<file path="src/fsrd_pkg.sv">
package fsrd_pkg;

  // Fixed limits of the design
  localparam int unsigned MAX_STEPS    = 32'd65536;
  localparam int unsigned MAX_ELEMENTS = 32'd65536;
  localparam int unsigned INDEX_CEIL   = 32'd65536;

  localparam int CFG_W   = 17;
  localparam int TDATA_W = 88;
  localparam int TUSER_W = 2;

  // Configuration register indexes
  localparam logic [1:0] CFG_SERIES_LENGTH = 2'd0;
  localparam logic [1:0] CFG_ELEMENT_LIMIT = 2'd1;
  localparam logic [1:0] CFG_BIG_ENDIAN    = 2'd2;

  localparam logic [CFG_W-1:0] CFG_LIMIT_RESET = 17'h10000;

  // Record kinds
  localparam logic [1:0] KIND_START   = 2'd0;
  localparam logic [1:0] KIND_RUN     = 2'd1;
  localparam logic [1:0] KIND_LITERAL = 2'd2;
  localparam logic [1:0] KIND_EMPTY   = 2'd3;

  // Error codes
  localparam logic [1:0] ERR_NONE     = 2'd0;
  localparam logic [1:0] ERR_TYPE     = 2'd1;
  localparam logic [1:0] ERR_PAST_END = 2'd2;
  localparam logic [1:0] ERR_INDEX    = 2'd3;

  // Group header types
  localparam logic [1:0] GRP_ZERO    = 2'd0;
  localparam logic [1:0] GRP_LITERAL = 2'd1;
  localparam logic [1:0] GRP_REPEAT  = 2'd2;
  localparam logic [1:0] GRP_FLAGGED = 2'd3;

  localparam logic [16:0] POS_MAX = 17'h1FFFF;

  typedef enum logic [5:0] {
    PH_COUNT   = 6'b000001,
    PH_INDEX   = 6'b000010,
    PH_GROUPS  = 6'b000100,
    PH_HEADER  = 6'b001000,
    PH_LITERAL = 6'b010000,
    PH_VALUE   = 6'b100000
  } phase_t;

  typedef struct packed {
    logic [CFG_W-1:0] series_length;
    logic [CFG_W-1:0] element_limit;
    logic             big_endian;
  } cfg_t;

  typedef struct packed {
    logic [1:0]  kind;
    logic [15:0] series_index;
    logic [15:0] start_step;
    logic [31:0] value_bits;
    logic [13:0] run_length;
    logic        last_of_series;
    logic        last_of_section;
    logic [1:0]  error;
  } rec_t;

endpackage

</file>
<file path="src/fsrd_parser.sv">
module fsrd_parser #(
  parameter int unsigned MAX_STEPS    = fsrd_pkg::MAX_STEPS,
  parameter int unsigned MAX_ELEMENTS = fsrd_pkg::MAX_ELEMENTS
) (
  input  logic                clk,
  input  logic                rst,
  input  logic                in_take,
  input  logic [7:0]          in_byte,
  input  fsrd_pkg::cfg_t      cfg,
  output logic                rec_valid,
  output fsrd_pkg::rec_t      rec
);

  fsrd_pkg::phase_t phase, phase_next;
  logic [1:0]  byte_count, byte_count_next;
  logic [31:0] assembly, assembly_next;
  logic [31:0] series_left, series_left_next;
  logic [15:0] groups_left, groups_left_next;
  logic [13:0] literals_left, literals_left_next;
  logic [13:0] group_count, group_count_next;
  logic [16:0] position, position_next;
  logic [15:0] current_index, current_index_next;
  logic        index_bad, index_bad_next;

  logic [1:0]  bc_inc;
  logic [31:0] asm_le;
  logic [31:0] v;
  logic        done;
  logic [13:0] adv_len;
  logic [17:0] adv_sum;
  logic        adv_err;
  logic [16:0] adv_pos;
  logic [15:0] gl_dec;
  logic [31:0] sl_dec;
  logic [13:0] ll_dec;
  logic        eg_last;
  logic        eg_lsec;
  logic [1:0]  hdr_type;
  logic [13:0] hdr_count;

  assign bc_inc = byte_count + 2'd1;
  assign asm_le = assembly | (32'(in_byte) << {byte_count, 3'b000});
  assign v      = cfg.big_endian ? {assembly[23:0], in_byte} : asm_le;
  // Two-byte fields in the group count and header phases, four elsewhere
  assign done   = (phase == fsrd_pkg::PH_GROUPS || phase == fsrd_pkg::PH_HEADER) ?
                  (bc_inc == 2'd2) : (bc_inc == 2'd0);

  assign hdr_type  = v[15:14];
  assign hdr_count = v[13:0];

  always_comb begin
    case (phase)
      fsrd_pkg::PH_LITERAL: adv_len = 14'd1;
      fsrd_pkg::PH_VALUE:   adv_len = group_count;
      default:              adv_len = hdr_count;
    endcase
  end

  // Step advance with past-end check and saturation
  assign adv_sum = {1'b0, position} + 18'(adv_len);
  assign adv_err = (32'(adv_sum) > 32'(cfg.series_length)) ||
                   (32'(adv_sum) > MAX_STEPS);
  assign adv_pos = adv_sum[17] ? fsrd_pkg::POS_MAX : adv_sum[16:0];

  assign gl_dec  = groups_left - 16'd1;
  assign sl_dec  = series_left - 32'd1;
  assign ll_dec  = literals_left - 14'd1;
  assign eg_last = (gl_dec == 16'd0);
  assign eg_lsec = (sl_dec == 32'd0);

  always_comb begin
    phase_next         = phase;
    byte_count_next    = bc_inc;
    assembly_next      = v;
    series_left_next   = series_left;
    groups_left_next   = groups_left;
    literals_left_next = literals_left;
    group_count_next   = group_count;
    position_next      = position;
    current_index_next = current_index;
    index_bad_next     = index_bad;
    rec_valid          = 1'b0;
    rec                = '0;
    rec.series_index   = current_index;

    if (done) begin
      byte_count_next = 2'd0;
      assembly_next   = '0;
      case (phase)
        fsrd_pkg::PH_COUNT: begin
          if (v == 32'd0 || v[31]) begin
            current_index_next  = '0;
            rec_valid           = 1'b1;
            rec.kind            = fsrd_pkg::KIND_EMPTY;
            rec.series_index    = '0;
            rec.last_of_section = 1'b1;
          end else begin
            series_left_next = v;
            phase_next       = fsrd_pkg::PH_INDEX;
          end
        end
        fsrd_pkg::PH_INDEX: begin
          index_bad_next = (v == 32'd0) || (v > 32'(cfg.element_limit)) ||
                           (v > MAX_ELEMENTS) || (v > fsrd_pkg::INDEX_CEIL);
          current_index_next = 16'(v - 32'd1);
          phase_next         = fsrd_pkg::PH_GROUPS;
        end
        fsrd_pkg::PH_GROUPS: begin
          groups_left_next = v[15:0];
          position_next    = '0;
          rec_valid        = 1'b1;
          rec.kind         = fsrd_pkg::KIND_START;
          rec.error        = index_bad ? fsrd_pkg::ERR_INDEX : fsrd_pkg::ERR_NONE;
          if (v[15:0] == 16'd0) begin
            // series without groups ends on its start record
            series_left_next    = sl_dec;
            rec.last_of_series  = 1'b1;
            rec.last_of_section = eg_lsec;
            phase_next = eg_lsec ? fsrd_pkg::PH_COUNT : fsrd_pkg::PH_INDEX;
          end else begin
            phase_next = fsrd_pkg::PH_HEADER;
          end
        end
        fsrd_pkg::PH_HEADER: begin
          group_count_next = hdr_count;
          if (hdr_type == fsrd_pkg::GRP_REPEAT) begin
            phase_next = fsrd_pkg::PH_VALUE;
          end else if (hdr_type == fsrd_pkg::GRP_LITERAL && hdr_count != 14'd0) begin
            literals_left_next = hdr_count;
            phase_next         = fsrd_pkg::PH_LITERAL;
          end else begin
            // zero run, empty literal group or flagged type
            rec_valid      = 1'b1;
            rec.kind       = fsrd_pkg::KIND_RUN;
            rec.start_step = position[15:0];
            rec.run_length = hdr_count;
            position_next  = adv_pos;
            if (hdr_type == fsrd_pkg::GRP_FLAGGED) begin
              rec.error = fsrd_pkg::ERR_TYPE;
            end else begin
              rec.error = adv_err ? fsrd_pkg::ERR_PAST_END : fsrd_pkg::ERR_NONE;
            end
            groups_left_next   = gl_dec;
            rec.last_of_series = eg_last;
            if (eg_last) begin
              series_left_next    = sl_dec;
              rec.last_of_section = eg_lsec;
              phase_next = eg_lsec ? fsrd_pkg::PH_COUNT : fsrd_pkg::PH_INDEX;
            end else begin
              phase_next = fsrd_pkg::PH_HEADER;
            end
          end
        end
        fsrd_pkg::PH_VALUE: begin
          rec_valid          = 1'b1;
          rec.kind           = fsrd_pkg::KIND_RUN;
          rec.start_step     = position[15:0];
          rec.value_bits     = v;
          rec.run_length     = group_count;
          rec.error          = adv_err ? fsrd_pkg::ERR_PAST_END : fsrd_pkg::ERR_NONE;
          position_next      = adv_pos;
          groups_left_next   = gl_dec;
          rec.last_of_series = eg_last;
          if (eg_last) begin
            series_left_next    = sl_dec;
            rec.last_of_section = eg_lsec;
            phase_next = eg_lsec ? fsrd_pkg::PH_COUNT : fsrd_pkg::PH_INDEX;
          end else begin
            phase_next = fsrd_pkg::PH_HEADER;
          end
        end
        fsrd_pkg::PH_LITERAL: begin
          rec_valid          = 1'b1;
          rec.kind           = fsrd_pkg::KIND_LITERAL;
          rec.start_step     = position[15:0];
          rec.value_bits     = v;
          rec.run_length     = 14'd1;
          rec.error          = adv_err ? fsrd_pkg::ERR_PAST_END : fsrd_pkg::ERR_NONE;
          position_next      = adv_pos;
          literals_left_next = ll_dec;
          if (ll_dec == 14'd0) begin
            groups_left_next   = gl_dec;
            rec.last_of_series = eg_last;
            if (eg_last) begin
              series_left_next    = sl_dec;
              rec.last_of_section = eg_lsec;
              phase_next = eg_lsec ? fsrd_pkg::PH_COUNT : fsrd_pkg::PH_INDEX;
            end else begin
              phase_next = fsrd_pkg::PH_HEADER;
            end
          end
        end
        default: begin
          phase_next = fsrd_pkg::PH_COUNT;
        end
      endcase
    end
  end

  always_ff @(posedge clk) begin
    if (rst) begin
      phase         <= fsrd_pkg::PH_COUNT;
      byte_count    <= '0;
      assembly      <= '0;
      series_left   <= '0;
      groups_left   <= '0;
      literals_left <= '0;
      group_count   <= '0;
      position      <= '0;
      current_index <= '0;
      index_bad     <= 1'b0;
    end else if (in_take) begin
      phase         <= phase_next;
      byte_count    <= byte_count_next;
      assembly      <= assembly_next;
      series_left   <= series_left_next;
      groups_left   <= groups_left_next;
      literals_left <= literals_left_next;
      group_count   <= group_count_next;
      position      <= position_next;
      current_index <= current_index_next;
      index_bad     <= index_bad_next;
    end
  end

endmodule

</file>
<file path="src/float_series_rle_decoder.sv">
// Channel   | Dir | Bits            | Contents
// s_axis    | in  | tdata[7:0]      | stream_byte
// m_axis    | out | tdata/tuser/tlast | one record per series start, run, literal, empty section
// cfg       | in  | we/index/data   | series_length, element_limit, big_endian
//
// One byte is taken per cycle while s_tvalid and s_tready are high; the parser
// state advances in a single registered step. A record shows on m_axis the
// cycle after the byte that completes its field. s_tready drops only while a
// record sits in the output register and m_tready is low. Reset (rst, synchronous)
// returns the parser to expecting a series count and the registers to their defaults.
module float_series_rle_decoder #(
  parameter int unsigned MAX_STEPS    = fsrd_pkg::MAX_STEPS,
  parameter int unsigned MAX_ELEMENTS = fsrd_pkg::MAX_ELEMENTS
) (
  input  logic                          clk,
  input  logic                          rst,
  // stream input
  input  logic                          s_tvalid,
  output logic                          s_tready,
  input  logic [7:0]                    s_tdata,   // [7:0] stream_byte
  // record output
  output logic                          m_tvalid,
  input  logic                          m_tready,
  // [15:0] series_index, [31:16] start_step, [63:32] value_bits,
  // [77:64] run_length, [78] last_of_series, [80:79] error, [87:81] zero
  output logic [fsrd_pkg::TDATA_W-1:0]  m_tdata,
  output logic [fsrd_pkg::TUSER_W-1:0]  m_tuser,   // [1:0] kind
  output logic                          m_tlast,   // last_of_section
  // configuration writes
  input  logic                          cfg_we,
  input  logic [1:0]                    cfg_index,
  input  logic [fsrd_pkg::CFG_W-1:0]    cfg_data
);

  fsrd_pkg::cfg_t cfg;
  fsrd_pkg::rec_t rec;
  fsrd_pkg::rec_t out_rec;
  logic           rec_valid;
  logic           in_take;

  // Output register decouples the two sides; an offered byte is taken whenever the
  // register is empty or being drained this cycle.
  assign s_tready = !m_tvalid || m_tready;
  assign in_take  = s_tvalid && s_tready;

  always_ff @(posedge clk) begin
    if (rst) begin
      cfg.series_length <= fsrd_pkg::CFG_LIMIT_RESET;
      cfg.element_limit <= fsrd_pkg::CFG_LIMIT_RESET;
      cfg.big_endian    <= 1'b0;
    end else if (cfg_we) begin
      case (cfg_index)
        fsrd_pkg::CFG_SERIES_LENGTH: cfg.series_length <= cfg_data;
        fsrd_pkg::CFG_ELEMENT_LIMIT: cfg.element_limit <= cfg_data;
        fsrd_pkg::CFG_BIG_ENDIAN:    cfg.big_endian    <= cfg_data[0];
        default: ;  // unmapped index, ignored
      endcase
    end
  end

  fsrd_parser #(
    .MAX_STEPS    (MAX_STEPS),
    .MAX_ELEMENTS (MAX_ELEMENTS)
  ) u_parser (
    .clk       (clk),
    .rst       (rst),
    .in_take   (in_take),
    .in_byte   (s_tdata),
    .cfg       (cfg),
    .rec_valid (rec_valid),
    .rec       (rec)
  );

  always_ff @(posedge clk) begin
    if (rst) begin
      m_tvalid <= 1'b0;
    end else begin
      if (m_tvalid && m_tready) begin
        m_tvalid <= 1'b0;
      end
      if (in_take && rec_valid) begin
        m_tvalid <= 1'b1;
      end
    end
  end

  always_ff @(posedge clk) begin
    if (in_take && rec_valid) begin
      out_rec <= rec;
    end
  end

  assign m_tdata = {7'b0, out_rec.error, out_rec.last_of_series, out_rec.run_length,
                    out_rec.value_bits, out_rec.start_step, out_rec.series_index};
  assign m_tuser = out_rec.kind;
  assign m_tlast = out_rec.last_of_section;

endmodule

</file>
<file path="config.mk">
export PLATFORM = sky130hd
export DESIGN_NAME = float_series_rle_decoder
export DESIGN_NICKNAME = d
export VERILOG_FILES = /design/src/fsrd_pkg.sv /design/src/fsrd_parser.sv /design/src/float_series_rle_decoder.sv
export SDC_FILE = /design/constraint.sdc
export NUM_CORES = 1
export LEC_CHECK = 0
export ABC_AREA = 1
export BUFFER_PORTS_ARGS = -buffer_cell sky130_fd_sc_hd__buf_2
export CAP_MARGIN = 15
export CORE_MARGIN = 2
export CORE_UTILIZATION = 35
export CTS_BUF_LIST = sky130_fd_sc_hd__clkbuf_8 sky130_fd_sc_hd__clkbuf_16
export DETAILED_ROUTE_END_ITERATION = 7
export GPL_ROUTABILITY_DRIVEN = 0
export PLACE_DENSITY = 0.56
export SETUP_SLACK_MARGIN = 0.5
export SLEW_MARGIN = 10
export SYNTH_ARGS = -nofsm -noshare
export SYNTH_HDL_FRONTEND = slang
export SYNTH_SLANG_ARGS = --single-unit
</file>
<file path="constraint.sdc">
create_clock -name clk -period 4.2 [get_ports clk]
set_clock_uncertainty 0.1 [all_clocks]
set_input_delay 0.21 -clock clk [delete_from_list [all_inputs] [get_ports clk]]
set_output_delay 0.21 -clock clk [all_outputs]
set_load 0.05 [all_outputs]
</file>
After elaboration in Yosys (flattened, before gate mapping)
Index checks and enable logic that the tools add are counted.
W data, S select, Z words.
{"block": "totals", "output_inout_bits": 93, "word_cells": 155, "regBits": 270, "input_bits": 32}
{"block": "op_classes", "bitwise": 1, "n_eq_ne": 19, "mux": 62, "reduce_logical": 40, "order_cmp": 4, "n_shift": 1, "addsub": 6}
{"op": "$mux W32", "count": 9}
{"op": "$pmux W32 S5", "count": 1}
{"op": "$mux W16", "count": 7}
{"op": "$mux W82", "count": 1}
{"op": "$logic_not A32 Y1", "count": 2}
{"op": "$pmux W16 S2", "count": 2}
{"op": "$pmux W16 S4", "count": 1}
{"op": "$pmux W14 S2", "count": 2}
{"op": "$mux W18", "count": 3}
{"op": "$mux W17", "count": 3}
{"op": "$pmux W17 S3", "count": 1}
{"op": "$pmux W14 S3", "count": 1}
{"op": "$mux W6", "count": 6}
{"op": "$pmux W6 S6", "count": 1}
{"op": "$gt A32 B17 Y1", "count": 1}
{"op": "$gt A32 B17 Y1 const B", "count": 1}
{"op": "$logic_not A16 Y1", "count": 2}
{"op": "$or A32 B32 Y32", "count": 1}
{"op": "$shl A8 B5 Y32", "count": 1}
{"op": "$sub A16 B1 Y16 const B", "count": 2}
{"op": "$sub A32 B1 Y32 const B", "count": 1}
{"op": "$mux W14", "count": 2}
{"op": "$add A17 B14 Y18", "count": 1}
{"op": "$gt A18 B17 Y1", "count": 1}
{"op": "38 further kinds", "count": 80}

Longest topological paths before layout
{"block": "depth", "depth_word": 13, "depth_mapped": 33}

Cells and area by module
A second synthesis with hierarchy kept.
{"block": "unflattened", "hier_cells": 2355, "hier_area_um2": 16057.9}
{"module": "fsrd_parser", "seq_area_each_um2": 3002.9, "instances": 1, "area_each_um2": 11901.4, "cells_per_inst": 2026}
{"module": "float_series_rle_decoder", "seq_area_each_um2": 3243.1, "instances": 1, "area_each_um2": 4156.5, "cells_per_inst": 329}

Worst setup path after synthesis
OpenSTA, ideal clock, no wires.
{"block": "synth_path", "path_type": "register -> register", "from": "reg cfg[0] (netlist name)", "to": "reg out_rec (netlist bit m_tdata[0]), enable pin", "path_slack_ns": -0.349, "arrival_time_ns": 4.011, "period_less_slack_ns": 4.549, "path_stages_with_launch": 17, "setup_ns": 0.438, "path_cell_list": "dfxtp_1 > buf_6 > inv_4 > buf_6 > buf_4 > o21ai_1 > ha_1 > nand2_1 > nor2_4 > nand2_4 > o21ai_2 > nand2_1 > nand2_1 > inv_1 > nand3_1 > nand3_1 > inv_1"}
{"block": "synth_via", "elab_chain_len": 8}
{"item": "$mux W32 (*)", "line_no": "fsrd_parser.sv:43", "text": "assign v = cfg.big_endian ? {assembly[23:0], in_byte} : asm_le;"}
{"item": "$reduce_bool A14 Y1 or $eq A2 B1 Y1 (tied branches)", "line_no": "fsrd_parser.sv:128", "text": "end else if (hdr_type == fsrd_pkg::GRP_LITERAL && hdr_count != 14'd0) begin"}
{"item": "$logic_and A1 B1 Y1", "line_no": "fsrd_parser.sv:128"}
{"item": "$mux W1", "line_no": "fsrd_parser.sv:128"}
{"item": "$mux W1", "line_no": "fsrd_parser.sv:126", "text": "if (hdr_type == fsrd_pkg::GRP_REPEAT) begin"}
{"item": "$pmux W1 S3 (*)", "line_no": "fsrd_parser.sv:89", "text": "case (phase)"}
{"item": "$mux W1 (*)", "line_no": "fsrd_parser.sv:86", "text": "if (done) begin"}
{"item": "$logic_and A1 B1 Y1 (*)", "line_no": "float_series_rle_decoder.sv:88", "text": "if (in_take && rec_valid) begin"}
{"item": "end signal, assigned", "line_no": "float_series_rle_decoder.sv:89", "text": "out_rec <= rec;"}
{"item": "end, declared", "line_no": "float_series_rle_decoder.sv:37", "text": "fsrd_pkg::rec_t out_rec;"}
Every way passes the cells marked *; elsewhere a longest branch is shown, timed or not.
A chain may end at the register's enable or synchronous reset.

Final worst setup path
{"block": "layout_path", "from": "reg u_parser.phase[2]", "to": "reg out_rec (netlist bit m_tdata[80]), data pin"}
{"block": "layout_via", "elab_chain_len": 10}
{"item": "start, declared", "line_no": "fsrd_parser.sv:14", "text": "fsrd_pkg::phase_t phase, phase_next;"}
{"item": "start signal, assigned", "line_no": "fsrd_parser.sv:202", "text": "phase <= fsrd_pkg::PH_COUNT;"}
{"item": "start signal, assigned", "line_no": "fsrd_parser.sv:213", "text": "phase <= phase_next;"}
{"item": "$eq A6 B6 Y1 or $eq A6 B5 Y1 (tied branches)", "line_no": "fsrd_parser.sv:52, fsrd_parser.sv:89"}
{"item": "$pmux W14 S2", "line_no": "fsrd_parser.sv:52", "text": "case (phase)"}
{"item": "$add A17 B14 Y18", "line_no": "fsrd_parser.sv:60", "text": "assign adv_sum = {1'b0, position} + 18'(adv_len);"}
{"item": "$gt A18 B17 Y1 (on tied branches)", "line_no": "fsrd_parser.sv:61, fsrd_parser.sv:62"}
{"item": "$logic_or A1 B1 Y1", "line_no": "fsrd_parser.sv:61", "text": "assign adv_err = (32'(adv_sum) > 32'(cfg.series_length)) ||"}
{"item": "$mux W2", "line_no": "fsrd_parser.sv:141, fsrd_parser.sv:160, fsrd_parser.sv:178"}
{"item": "$mux W2", "line_no": "fsrd_parser.sv:138", "text": "if (hdr_type == fsrd_pkg::GRP_FLAGGED) begin"}
{"item": "$mux W18", "line_no": "fsrd_parser.sv:128"}
{"item": "$mux W18", "line_no": "fsrd_parser.sv:126"}
{"item": "$pmux W2 S3", "line_no": "fsrd_parser.sv:89"}
Several ways; a longest one is shown, not always the timed one.

==> impl_metrics.tcl <==
set metrics [dict create \
    cts.sinks 270 \
    setup.worst_path.start_class "flip-flop" \
    reg2regPathDepth 33 \
    clockRootBuffer "clkbuf_16" \
    grt_util_all_layers_pct 23.0 \
    finalPower_w 0.00720 \
    rrSetupSlack_ns 0.11 \
    yosysMostFrequentCell "nand2_1" \
    max_freq_mhz 244 \
    nFillCells 4513 \
    drv_slew 0 \
    floorplan.initialDensity_pct 35.5 \
    ys.warnings.count 0 \
    hold_viol_final 0 \
    cts_made_buffers 31 \
    yosysUniqueCellTypes 51 \
    grt_pass1_vias 15100 \
    synth_xor_area_share_pct 1.61 \
    io_pins 125 \
    drc 0 \
    port-buffer-count 117 \
    fin_crit_sh_pct 97.5 \
    cp_data_required_time_ns 4.41 \
    vias_per_cell 5.24 \
    synthMuxAreaShare_pct 0.127 \
    setup_viol 0 \
    hp-start "rst" \
    maxCapViolations 0 \
    hold_depth 2 \
    worstHoldEndpoint "u_parser.current_index[9]" \
    min_period_ns 4.09 \
    antenna_cells 0 \
    post-synth-top-area-cell "dfxtp_1" \
    wirelength_mm 54.7 \
    synth_top_family_by_area "simple AND/OR/NAND/NOR gates" \
    reg2reg_to "m_tdata[80]" \
    yosysSeqAreaShare_pct 39.6 \
    drtIter0Drc 1617 \
    drive_gt1_share_pct 15.5 \
    area_delta_synth_final_pct 20.3 \
    cpPeakStageDelay_ns 0.33 \
    multi_input_area_um2 8480 \
    clk_path_buf_depth 3 \
    path_max_fanout 8 \
    synth-compound-area-share_pct 15.2 \
    htreeDepth 1 \
    p_leak_nw 8.41 \
    ys_top_cells_by_count "nand2_1 (467), nor2_1 (414), inv_1 (218)" \
    vias 16000 \
    firstDrtPassIters 5 \
    cp_common_cell "nand2_1" \
    insertion_delay_ns 0.59 \
    holdCritPathClass "input port to flip-flop" \
    synth.top_cell.area_share_pct 23.6 \
    cts_tree "built" \
    regArea_um2 6250 \
    synth-main-ff-cell "dfxtp_1" \
    slew_headroom_pct 30.1 \
    yosys.area_share.simple_pct 30.2 \
    worstSetupPathType "flip-flop to flip-flop" \
    ir_drop_mv 0.322 \
    dieArea_um2 46800 \
    rsz0062_at_grt "true" \
    grt_max_degree 54 \
    crit-reg2reg-launch "u_parser.phase[2]" \
    critical_path.endpoint_type "flip-flop" \
    cp.arrival_ns 4.31 \
    rows 77 \
    ys_ff_latch 270 \
    cpMaxStageDelayCell "dfxtp_2" \
    antenna_found_initial 2 \
    postRouteAntennaNets 0 \
    synth_area_leaders "dfxtp_1 (24%), edfxtp_1 (16%), nand2_1 (11%)" \
    status "completed" \
    p_per_area_nw_per_um2 379 \
    synth_edf_count 84 \
    syn_inst 2260 \
    final_core_util_pct 42.8 \
    finalNetCount 2519 \
    grt_pass1_wl_mm 85.5 \
    die_w_um 216 \
    clk_transition_reported_paths_ns 0.06 \
    synth_area_um2 15800 \
    die_y_um 216 \
    synth.avg_cell_area_um2 6.99 \
    max_slew.worst_pin.slew_ns 1.04 \
    grt_overflow 0 \
    post_drt_wl_per_cell_um 17.9 \
    synthArstFlopShare_pct 0 \
    synthAdderAreaFrac_pct 4.64 \
    post-dp-hpwl_mm 40.1 \
    core_area_um2 44400 \
]
worst max-delay path, delay by kind of cell (launching register included):
kind / cells / cell delay (ns)
adder cells (fa/ha/maj): 2 / 0.52
flip-flops: 1 / 0.33
buffers and inverters: 5 / 0.49
AO/OA/AOI/OAI: 7 / 0.67
AND/OR/NAND/NOR: 19 / 1.73
metal layers:
layer  wire length [µm]  vias to the layer above  global-route usage (%)
met5                  0                        -                       0
li1                   -                     7762                       -
met3               4130                      118                    3.12
met1              24200                     7410                    31.6
met2              24500                      669                    37.4
met4               1920                        0                    7.21
logic make-up after synthesis:
group | Yosys count
XOR/XNOR | 29
multiplexers | 2
AND/OR/NAND/NOR | 1131
other | 1
buffers and inverters | 329
AO/OA/AOI/OAI | 440
flip-flops | 270
adder cells (fa/ha/maj) | 58
placed cells by master (no fill, tap or decap), types with 4 or more instances in the layout:
cell / Yosys / routed
inv_2: 13 / 19
dfxtp_2: 0 / 4
bufinv_16: 0 / 7
nand3_1: 132 / 128
nand2_4: 7 / 9
a21oi_2: 0 / 7
nor3_1: 25 / 24
buf_2: 18 / 117
o21ai_2: 4 / 10
clkbuf_16: 0 / 32
dlygate4sd3_1: 0 / 25
nand3b_1: 10 / 10
o211ai_1: 4 / 4
conb_1: 1 / 7
nand3_2: 3 / 5
buf_4: 13 / 77
o21ai_1: 16 / 28
nand4_1: 29 / 29
o21ai_0: 195 / 175
edfxtp_1: 84 / 84
a21oi_1: 156 / 149
nor2_1: 414 / 412
nand2_1: 467 / 446
xnor2_1: 9 / 8
nor2_4: 4 / 4
clkbuf_8: 0 / 5
a211oi_1: 49 / 49
ha_1: 57 / 52
xor2_1: 20 / 19
nor2_2: 9 / 11
inv_1: 218 / 218
nand2_2: 14 / 33
a31oi_1: 7 / 7
dfxtp_1: 186 / 182
what timing repair did:
item / CTS / global route
cloned: 2 / 0
setup endpoints to repair: 73 / 109
pin swaps: 7 / 40
gates resized for setup: 15 / 59
hold buffers: 25 / 0
buffers inserted: 16 / 15
hold endpoints to repair: 36 / 0
stage by stage:
stage | cell area, µm² | setup TNS [ns] | hold slack (ns) | setup WS, ns | std cells
global placement | 17100 | 0 | 0.349 | 0.113 | 2930
finish | 19000 | 0 | 0.0767 | 0.106 | 3046
floorplan | 15900 | 0 | 0.240 | 0.500 | 2266
detailed placement | 17100 | 0 | 0.354 | 0.0892 | 2930
CTS | 18800 | 0 | 0.0612 | 0.146 | 3031
global route | 19000 | -0.148 | 0.0725 | -0.148 | 3046
area by class of cell:
type / count / share of cell area, %
repair buffers: 223 / 7.77
inverters: 234 / 4.71
clock inverters: 21 / 1.48
multi-input cells: 1668 / 44.6
repair inverters: 1 / 0.0395
clock buffers: 37 / 4.58
flip-flops and latches: 270 / 32.9
well taps: 592 / 3.90
flip-flops by register name, summed over array words and instances, names as in the netlist, 2 cells and up:
name                    flops
u_parser.literals_left     14
u_parser.assembly          32
u_parser.current_index     16
u_parser.position          17
m_tdata                    81
cfg                        35
u_parser.byte_count         2
m_tuser                     2
u_parser.series_left       32
u_parser.phase              6
u_parser.groups_left       16
u_parser.group_count       14
report_power, final:
| part | leakage (nW) | total, W | switching (W) | internal (W) |
|---|---|---|---|---|
| registers | 2.36 | 0.00276 | 0.0000335 | 0.00273 |
| logic | 5.46 | 0.00140 | 0.000957 | 0.000441 |
| clock network | 0.598 | 0.00304 | 0.00114 | 0.00189 |
how the worst max path moves through the flow:
stage / start / endpoint / slack, ns / depth (start not counted)
global route: u_parser.phase[2] / m_tdata[80] / -0.15 / 29
floorplan: cfg[0] / m_tdata[80] / 0.50 / 32
finish: u_parser.phase[2] / m_tdata[80] / 0.11 / 33
detailed placement: u_parser.phase[3] / m_tdata[80] / 0.09 / 31
CTS: u_parser.phase[3] / m_tdata[80] / 0.15 / 31
global placement: u_parser.phase[3] / m_tdata[80] / 0.11 / 31
Note: power is estimated with default switching activity, not from simulation.
